===== config.mk =====
export PLATFORM = sky130hd
export DESIGN_NAME = pvt_range
export DESIGN_NICKNAME = d
export VERILOG_FILES = /design/src/design/pvt_pkg.sv /design/src/design/pvt_range.sv
export SDC_FILE = /design/constraint.sdc
export NUM_CORES = 1
export LEC_CHECK = 0
export BUFFER_PORTS_ARGS = -buffer_cell sky130_fd_sc_hd__buf_2
export CAP_MARGIN = 40
export CORE_ASPECT_RATIO = 0.6
export CORE_MARGIN = 3
export CORE_UTILIZATION = 45
export DETAILED_ROUTE_END_ITERATION = 10
export PLACE_DENSITY = 0.72
export SLEW_MARGIN = 0
export SYNTH_ARGS = -nofsm -noshare
export SYNTH_HDL_FRONTEND = slang
export SYNTH_SLANG_ARGS = --single-unit

===== constraint.sdc =====
create_clock -name vclk -period 6
set_clock_uncertainty 0.1 [all_clocks]
set_input_delay 0.6 -clock vclk [all_inputs]
set_output_delay 0.6 -clock vclk [all_outputs]
set_load 0.01 [all_outputs]

===== src/design/pvt_pkg.sv =====
`timescale 1ns / 1ps
`default_nettype none

package pvt_pkg;

    localparam int ADDR_W         = 32;
    localparam int STAMP_W        = 64;
    localparam int ADDR_BITS_DEF  = 29;
    localparam int PAGE_SHIFT_DEF = 12;

    localparam logic CMD_INVALIDATE = 1'b0;
    localparam logic CMD_QUERY      = 1'b1;

    typedef struct packed {
        logic              command;
        logic [ADDR_W-1:0] start_addr;
        logic [ADDR_W-1:0] end_addr;
        logic [ADDR_W-1:0] query_length;
    } t_in_beat;

    typedef struct packed {
        logic [STAMP_W-1:0] version;
        logic               rejected;
    } t_out_beat;

endpackage

`default_nettype wire


===== src/design/pvt_range.sv =====
`timescale 1ns / 1ps
`default_nettype none

module pvt_range #(
    parameter int ADDR_BITS  = pvt_pkg::ADDR_BITS_DEF,
    parameter int PAGE_SHIFT = pvt_pkg::PAGE_SHIFT_DEF
) (
    input  wire pvt_pkg::t_in_beat               i_item,
    output logic                                 o_reject,
    output logic [ADDR_BITS-PAGE_SHIFT-1:0]      o_first,
    output logic [ADDR_BITS-PAGE_SHIFT-1:0]      o_last
);

    import pvt_pkg::*;

    localparam int             AW1       = ADDR_W + 1;
    localparam logic [AW1-1:0] MEM_BYTES = AW1'(1) << ADDR_BITS;
    localparam logic [AW1-1:0] LAST_BYTE = MEM_BYTES - AW1'(1);

    logic [AW1-1:0] start_x;
    logic [AW1-1:0] end_x;
    logic [AW1-1:0] len_x;
    logic [AW1-1:0] span_left;
    logic [AW1-1:0] q_last;
    logic [AW1-1:0] inv_end;

    assign start_x   = {1'b0, i_item.start_addr};
    assign end_x     = {1'b0, i_item.end_addr};
    assign len_x     = {1'b0, i_item.query_length};
    assign span_left = MEM_BYTES - start_x;
    assign q_last    = start_x + len_x - AW1'(1);
    // clamp a range that runs off the end of memory
    assign inv_end   = (end_x > LAST_BYTE) ? LAST_BYTE : end_x;

    assign o_first = i_item.start_addr[ADDR_BITS-1:PAGE_SHIFT];

    always_comb begin
        unique case (i_item.command)
            CMD_INVALIDATE: begin
                o_reject = (start_x >= MEM_BYTES) || (end_x < start_x);
                o_last   = inv_end[ADDR_BITS-1:PAGE_SHIFT];
            end
            CMD_QUERY: begin
                o_reject = (len_x == '0) || (start_x >= MEM_BYTES) || (len_x > span_left);
                o_last   = q_last[ADDR_BITS-1:PAGE_SHIFT];
            end
            default: begin
                o_reject = 1'b1;
                o_last   = '0;
            end
        endcase
    end

endmodule

`default_nettype wire


==> results of run 1 <==
-- final timing paths --
| kind | start | endpoint | slack (ns) | cells past startpoint |
|---|---|---|---|---|
| worst min-delay path | i_item[83] | o_first[7] | 1.33 | 2 |
| worst max-delay path | i_item[72] | o_reject | 0.76 | 20 |
-- per-stage QoR --
| stage | utilization | area [um^2] | setup WS [ns] |
|---|---|---|---|
| floorplan | - | 3990 | 1.36 |
| global placement | 0.564 | 4640 | 0.895 |
| detailed placement | 0.564 | 4640 | 0.822 |
| CTS | 0.564 | 4640 | 0.815 |
| global route | 0.564 | 4640 | 0.485 |
| finish | 0.564 | 4640 | 0.763 |
-- cell families (layout without fill, tap and decap cells) --
logic type / after synthesis / count (layout)
compound gates: 113 / 113
fa+ha+maj: 118 / 118
buf+inv: 140 / 251
simple gates: 142 / 142
xor+xnor: 42 / 42
-- power breakdown --
part / switching, mW / internal (mW) / total, mW
clock network: 0 / 0 / 0
logic: 0.236 / 0.187 / 0.423
registers: 0 / 0 / 0
-- final cells by class --
type | instances | area [um^2]
fill | 825 | 3580
inverter | 119 | 447
multi-input combinational | 415 | 3400
tap | 108 | 135
timing repair buffer | 132 | 661
-- routing by layer --
layer / track usage / up-vias / share of wire
met5: 0 / - / 0
met4: 0.0225 / 0 / 0.0060
met3: 0.0343 / 12 / 0.090
met2: 0.366 / 191 / 0.41
met1: 0.336 / 1919 / 0.49
li1: - / 2149 / -
-- cell usage in the layout, fill, tap and decap left out, types with 6 or more instances in the layout --
cell / n
nor3_1: 9
xor2_1: 6
xnor2_1: 36
o21ai_0: 10
nor2_1: 36
buf_2: 132
nand3_1: 14
inv_1: 119
nor4_1: 11
nand2_1: 19
ha_1: 118
a21oi_1: 39
a21o_1: 28
nand4_1: 20
nor2b_1: 7
==> results.py, run 1 <==
metrics = {
    "setup_path": {
        "crit_family": "simple AND/OR/NAND/NOR gates",
        "path_cells": "buf_2, or4_4, or3_4, nor4_4, nand4_4, nor2_4, and2_4, nand2_2, a21oi_2, xnor2_1, ha_1, nand4_1, nor4_1, nand3_1, nor3b_1, nor3_1, o2111ai_1, a22o_1, nand4_1, buf_2",
        "worst-endpoint-required_ns": 5.30,
        "cp_max_fo": 4,
        "critical-path-max-stage-delay_ns": 0.56,
        "start_kind": "primary input",
        "cp-end-kind": "output pin",
        "path_buf_inv": 2,
        "slowest_stage": "or4_4",
        "worst-endpoint-arrival_ns": 4.54,
        "criticalPathCategory": "primary input to output pin",
    },
    "routing": {
        "wire_per_inst_um": 15.6,
        "dr.pass1.iters": 5,
        "initialDrtViolationCount": 322,
        "totalWireLength_um": 12100,
        "via_count": 4271,
        "via_per_inst": 5.52,
        "drc": 0,
        "postRouteAntennaNets": 0,
    },
    "clocking": {
        "post-cts-setup-buffer-count": 0,
        "ctsResizeCount": 0,
        "cts-hold-fix-buffers": 0,
    },
    "synthesis": {
        "synthTopCellsByArea": "ha_1 37%, inv_1 11%, xnor2_1 7.9%",
        "synth_compound_area_frac": 0.190,
        "synth_top_cell_area_share": 0.370,
        "ys.warnings.count": 0,
        "synthAdderAreaFrac": 0.370,
        "syn_avg_cell_area_um2": 7.19,
        "synth_common_cells": "119 x inv_1, 118 x ha_1, 39 x a21oi_1, 36 x nor2_1, 36 x xnor2_1",
        "synth.distinct_cells": 56,
        "synth_fp_nets": 770,
        "synthCells": 555,
        "synth-xor-area-share": 0.0922,
        "synthMuxAreaShare": 0,
        "synth_top_family_by_area": "adder cells",
        "yosys.area_share.simple": 0.200,
        "yosysSeqAreaShare": 0,
        "synth_area_um2": 3990,
        "yosysMostFrequentCell": "inv_1",
        "yosysTopAreaCell": "ha_1",
    },
    "die": {
        "die-area_um2": 10100,
        "coreArea_um2": 8230,
        "start_util": 0.485,
        "rows": 25,
        "die_h_um": 78.9,
        "ios": 132,
        "die_w_um": 128,
    },
    "placed_design": {
        "dp_cells": 774,
        "place_congestion": 0.941,
        "hpwlAfterDp_um": 10900,
        "portBuffers": 132,
    },
    "grt": {
        "grt_pass1_vias": 4033,
        "overflow": 0,
        "grt_max_degree": 22,
        "antenna_found_initial": 0,
        "grt.total_usage": 0.229,
        "grt_pass1_wl_um": 19300,
    },
    "sta": {
        "final-hold-violation-count": 0,
        "fin_crit_ns": 5.24,
        "rsz0062_at_grt": "false",
        "finalSetupViolCount": 0,
        "final.setup.tns_ns": 0,
        "worst_slew_pin_slew_ns": 0.742,
        "whs_ns": 1.33,
        "slew_headroom": 0.501,
        "fmax_mhz": 191,
        "min_period_over_period": 0.873,
        "drv_slew": 0,
    },
    "finish": {
        "nClkBuffers": 0,
        "drive_gt1_frac": 0.219,
        "nets": 883,
        "area_growth_syn_to_layout_pct": 16.3,
        "n_antenna_cell": 0,
        "seq_cells": 0,
        "final_cells": 774,
        "layout.area.seq_um2": 0,
    },
    "job": {
        "max_cap_viol_count": 0,
    },
    "power": {
        "power_density_nw_per_um2": 91.2,
        "ir_worst_vdd_uv": 62.6,
        "power_mw": 0.423,
        "p_leak_nw": 2.66,
    },
    "min_path": {
        "hold_class": "primary input to output pin",
    },
    "run_status": {
        "status": "finished, final reports clean",
    },
}
(Power assumes the default switching activity.)
==> run 2: changes to the inputs <==
--- a/config.mk
+++ b/config.mk
@@ -9,10 +9,10 @@
 export CAP_MARGIN = 40
 export CORE_ASPECT_RATIO = 0.6
 export CORE_MARGIN = 3
-export CORE_UTILIZATION = 45
+export CORE_UTILIZATION = 41
 export DETAILED_ROUTE_END_ITERATION = 10
-export PLACE_DENSITY = 0.72
-export SLEW_MARGIN = 0
+export PLACE_DENSITY = 0.67
+export SLEW_MARGIN = 20
 export SYNTH_ARGS = -nofsm -noshare
 export SYNTH_HDL_FRONTEND = slang
 export SYNTH_SLANG_ARGS = --single-unit
==> results.py, run 2 (same netlist as run 1, synthesis figures left out) <==
metrics = {
    "power": {
        "ir_worst_vdd_uv": 52.7,
        "power_frac_seq": 0,
        "power_density_nw_per_um2": 91.1,
        "p_leak_nw": 2.66,
        "p_int_mw": 0.187,
        "switching_share": 0.560,
        "p_switching_mw": 0.238,
        "power_mw": 0.425,
        "combPwrFrac": 1.000,
        "power_frac_clock": 0,
    },
    "routing": {
        "via_per_inst": 5.41,
        "initialDrtViolationCount": 323,
        "postRouteAntennaNets": 0,
        "via_count": 4309,
        "totalWireLength_um": 12500,
        "dr.pass1.iters": 4,
        "wire_per_inst_um": 15.7,
        "drc": 0,
    },
    "placed_design": {
        "portBuffers": 132,
        "hpwlAfterDp_um": 11200,
        "place_congestion": 0.983,
    },
    "die": {
        "ios": 132,
        "die-area_um2": 11000,
        "rows": 27,
        "coreArea_um2": 9320,
        "die_h_um": 82.4,
        "die_w_um": 133,
        "start_util": 0.428,
    },
    "grt": {
        "grt.total_usage": 0.217,
        "overflow": 0,
        "antenna_found_initial": 0,
        "grt_pass1_vias": 4094,
        "grt_pass1_wl_um": 19700,
        "grt_max_degree": 22,
    },
    "finish": {
        "nets": 883,
        "seq_cells": 0,
        "nFillCells": 974,
        "layout_commonest_cell": "buf_2",
        "nClkBuffers": 0,
        "multi_input_area_um2": 3400,
        "drive_gt1_frac": 0.219,
        "area_growth_syn_to_layout_pct": 17.0,
        "layout.area.seq_um2": 0,
        "n_antenna_cell": 0,
        "final_cell_mix": "132 x buf_2, 119 x inv_1, 118 x ha_1, 39 x a21oi_1",
    },
    "min_path": {
        "hold_depth": 2,
        "hold_end": "o_first[7]",
        "min_from": "i_item[83]",
        "hold_class": "primary input to output pin",
    },
    "clocking": {
        "ctsResizeCount": 0,
        "cts-hold-fix-buffers": 0,
        "post-cts-setup-buffer-count": 0,
    },
    "sta": {
        "finalSetupViolCount": 0,
        "fmax_mhz": 188,
        "slew_headroom": 0.498,
        "whs_ns": 1.34,
        "rsz0062_at_grt": "false",
        "final.setup.tns_ns": 0,
        "final-hold-violation-count": 0,
        "fin_crit_ns": 5.31,
        "worst_slew_pin_slew_ns": 0.746,
        "drv_slew": 0,
        "min_period_over_period": 0.885,
    },
    "setup_path": {
        "start_kind": "primary input",
        "cp_max_fo": 4,
        "criticalPathCategory": "primary input to output pin",
        "worst-endpoint-arrival_ns": 4.61,
        "worst-endpoint-required_ns": 5.30,
        "cp-end-kind": "output pin",
    },
    "run_status": {
        "status": "finished, final reports clean",
    },
    "job": {
        "max_cap_viol_count": 0,
    },
}
==> run 2: stage by stage <==
| step | area, um^2 | util | cells | setup slack (ns) |
|---|---|---|---|---|
| 6_report | 4670 | 0.501 | 796 | 0.692 |
| 5_1_grt | 4670 | 0.501 | 796 | 0.467 |
| 4_1_cts | 4670 | 0.501 | 796 | 0.740 |
| 3_5_place_dp | 4670 | 0.501 | 796 | 0.762 |
| 3_3_place_gp | 4670 | 0.501 | 796 | 0.896 |
| 2_1_floorplan | 3990 | - | 555 | 1.36 |
==> run 2: power groups by stage <==
stage / clock (mW) / sequential [mW] / combinational (mW)
3_3_place_gp: 0 / 0 / 0.407
4_1_cts: 0 / 0 / 0.423
5_1_grt: 0 / 0 / 0.478
3_5_place_dp: 0 / 0 / 0.420
6_report: 0 / 0 / 0.425
2_1_floorplan: 0 / 0 / 0.279
==> run 2: layout make-up <==
type	count	share of cell area
multi-input combinational	415	0.728
tap	130	0.0348
timing repair buffer	132	0.141
inverter	119	0.0957
==> run 2: critical path: stages <==
cell,delay [ns]
buf_2,0.12
or4_4,0.56
or3_4,0.38
nor4_4,0.26
nand4_4,0.17
nor2_4,0.16
and2_4,0.19
nand2_2,0.07
a21oi_2,0.18
xnor2_1,0.09
ha_1,0.30
nand4_1,0.13
nor4_1,0.42
nand3_1,0.14
nor3b_1,0.21
nor3_1,0.07
o2111ai_1,0.12
a22o_1,0.16
nand4_1,0.12
buf_2,0.17
==> run 2: how the worst max path moves through the flow <==
stage	from	to	slack [ns]	cells past startpoint
global route	i_item[72]	o_reject	0.47	20
detailed placement	i_item[72]	o_reject	0.76	20
CTS	i_item[72]	o_reject	0.74	20
floorplan	i_item[72]	o_reject	1.36	18
finish	i_item[72]	o_reject	0.69	20
global placement	i_item[72]	o_reject	0.90	20
==> run 2: metal layers <==
layer | global-route usage | vias to the layer above | part of all wire
li1 | - | 2144 | -
met1 | 0.310 | 1983 | 0.49
met2 | 0.366 | 170 | 0.42
met3 | 0.0309 | 12 | 0.085
met4 | 0.0144 | 0 | 0.0078
met5 | 0 | - | 0
==> run 3: changes to the inputs <==
--- a/config.mk
+++ b/config.mk
@@ -7,11 +7,13 @@
 export LEC_CHECK = 0
 export BUFFER_PORTS_ARGS = -buffer_cell sky130_fd_sc_hd__buf_2
 export CAP_MARGIN = 40
+export CELL_PAD_IN_SITES_DETAIL_PLACEMENT = 0
+export CELL_PAD_IN_SITES_GLOBAL_PLACEMENT = 1
 export CORE_ASPECT_RATIO = 0.6
 export CORE_MARGIN = 3
-export CORE_UTILIZATION = 41
+export CORE_UTILIZATION = 38
 export DETAILED_ROUTE_END_ITERATION = 10
-export PLACE_DENSITY = 0.67
+export PLACE_DENSITY_LB_ADDON = 0.1
 export SLEW_MARGIN = 20
 export SYNTH_ARGS = -nofsm -noshare
 export SYNTH_HDL_FRONTEND = slang
==> results.py, run 3 (same netlist as run 1, synthesis figures left out) <==
metrics = {
    "routing": {
        "postRouteAntennaNets": 0,
        "via_count": 4041,
        "wire_per_inst_um": 15.4,
        "drc": 0,
        "via_per_inst": 5.04,
        "dr.pass1.iters": 4,
        "initialDrtViolationCount": 202,
        "totalWireLength_um": 12400,
    },
    "power": {
        "power_frac_clock": 0,
        "p_leak_nw": 2.66,
        "power_mw": 0.422,
        "p_switching_mw": 0.236,
        "p_int_mw": 0.186,
        "switching_share": 0.559,
        "combPwrFrac": 1.000,
        "ir_worst_vdd_uv": 37.6,
        "power_frac_seq": 0,
        "power_density_nw_per_um2": 90.3,
    },
    "placed_design": {
        "place_congestion": 0.840,
        "hpwlAfterDp_um": 11400,
        "portBuffers": 132,
        "placed_cell_area_um2": 4680,
    },
    "finish": {
        "n_antenna_cell": 0,
        "drive_gt1_frac": 0.219,
        "multi_input_area_um2": 3400,
        "nets": 883,
        "seq_cells": 0,
        "final_area_um2": 4680,
        "layout.area.seq_um2": 0,
        "nClkBuffers": 0,
        "nFillCells": 1090,
        "final_cell_mix": "132 x buf_2, 119 x inv_1, 118 x ha_1, 39 x a21oi_1",
        "layout_commonest_cell": "buf_2",
        "area_growth_syn_to_layout_pct": 17.2,
    },
    "clocking": {
        "post-cts-setup-buffer-count": 0,
        "cts-hold-fix-buffers": 0,
        "ctsResizeCount": 0,
    },
    "die": {
        "rows": 28,
        "die_h_um": 85.4,
        "die_w_um": 138,
        "start_util": 0.397,
        "coreArea_um2": 10100,
        "ios": 132,
        "die-area_um2": 11800,
    },
    "grt": {
        "overflow": 0,
        "grt.total_usage": 0.205,
        "grt_max_degree": 22,
        "grt_pass1_wl_um": 20200,
        "antenna_found_initial": 0,
        "grt_pass1_vias": 4013,
    },
    "setup_path": {
        "cp-end-kind": "output pin",
        "crit_family": "simple AND/OR/NAND/NOR gates",
        "start_kind": "primary input",
        "worst-endpoint-required_ns": 5.30,
        "criticalPathCategory": "primary input to output pin",
        "slowest_stage": "or4_4",
        "path_buf_inv": 2,
        "path_cells": "buf_2, or4_4, or3_4, nor4_4, nand4_4, nor2_4, and2_4, nand2_2, a21oi_2, xnor2_1, ha_1, nand4_1, nor4_1, nand3_1, nor3b_1, nor3_1, o2111ai_1, a22o_1, nand4_1, buf_2",
        "critical-path-max-stage-delay_ns": 0.54,
        "cp_max_fo": 4,
        "worst-endpoint-arrival_ns": 4.53,
    },
    "sta": {
        "fmax_mhz": 191,
        "slew_headroom": 0.497,
        "drv_slew": 0,
        "final-hold-violation-count": 0,
        "worst_slew_pin_slew_ns": 0.748,
        "rsz0062_at_grt": "false",
        "fin_crit_ns": 5.23,
        "finalSetupViolCount": 0,
        "final.setup.tns_ns": 0,
        "min_period_over_period": 0.872,
    },
    "min_path": {
        "hold_class": "primary input to output pin",
    },
    "job": {
        "max_cap_viol_count": 0,
    },
    "run_status": {
        "status": "finished, final reports clean",
    },
}
[run 3: cell counts in the layout (fill, tap and decap cells not counted)]
No cell type changed its count.
[run 3: power by group through the flow]
stage          sequential (mW)  combinational (mW)  clock [mW]
5_1_grt                      0               0.483           0
3_3_place_gp                 0               0.417           0
3_5_place_dp                 0               0.420           0
2_1_floorplan                0               0.279           0
6_report                     0               0.422           0
4_1_cts                      0               0.424           0
[run 3: stage by stage]
step                      hold WS, ns  worst slack [ns]  instances   util
after floorplan                  1.19              1.36        555      -
after global placement           1.32             0.853        801  0.465
after global routing             1.34             0.417        801  0.465
after detailed placement         1.33             0.774        801  0.465
final                            1.32             0.769        801  0.465
after CTS                        1.33             0.755        801  0.465
[run 3: cell type report]
cell class / count / share of cell area
Timing Repair Buffer: 132 / 0.141
Tap cell: 135 / 0.0361
Multi-Input combinational cell: 415 / 0.727
Inverter: 119 / 0.0955
[run 3: worst paths after layout]
path                          to        from  cells past startpoint  slack (ns)
worst min-delay path  o_first[7]  i_item[83]                      2        1.32
worst max-delay path    o_reject  i_item[72]                     20        0.77
[run 3: metal layers]
| metal | up-vias | GRT usage | routed length (um) | part of all wire |
|---|---|---|---|---|
| li1 | 2143 | - | - | - |
| met3 | 2 | 0.0175 | 627 | 0.051 |
| met4 | 0 | 0.00269 | 19 | 0.0015 |
| met1 | 1801 | 0.334 | 7090 | 0.57 |
| met5 | - | 0 | 0 | 0 |
| met2 | 95 | 0.302 | 4640 | 0.37 |
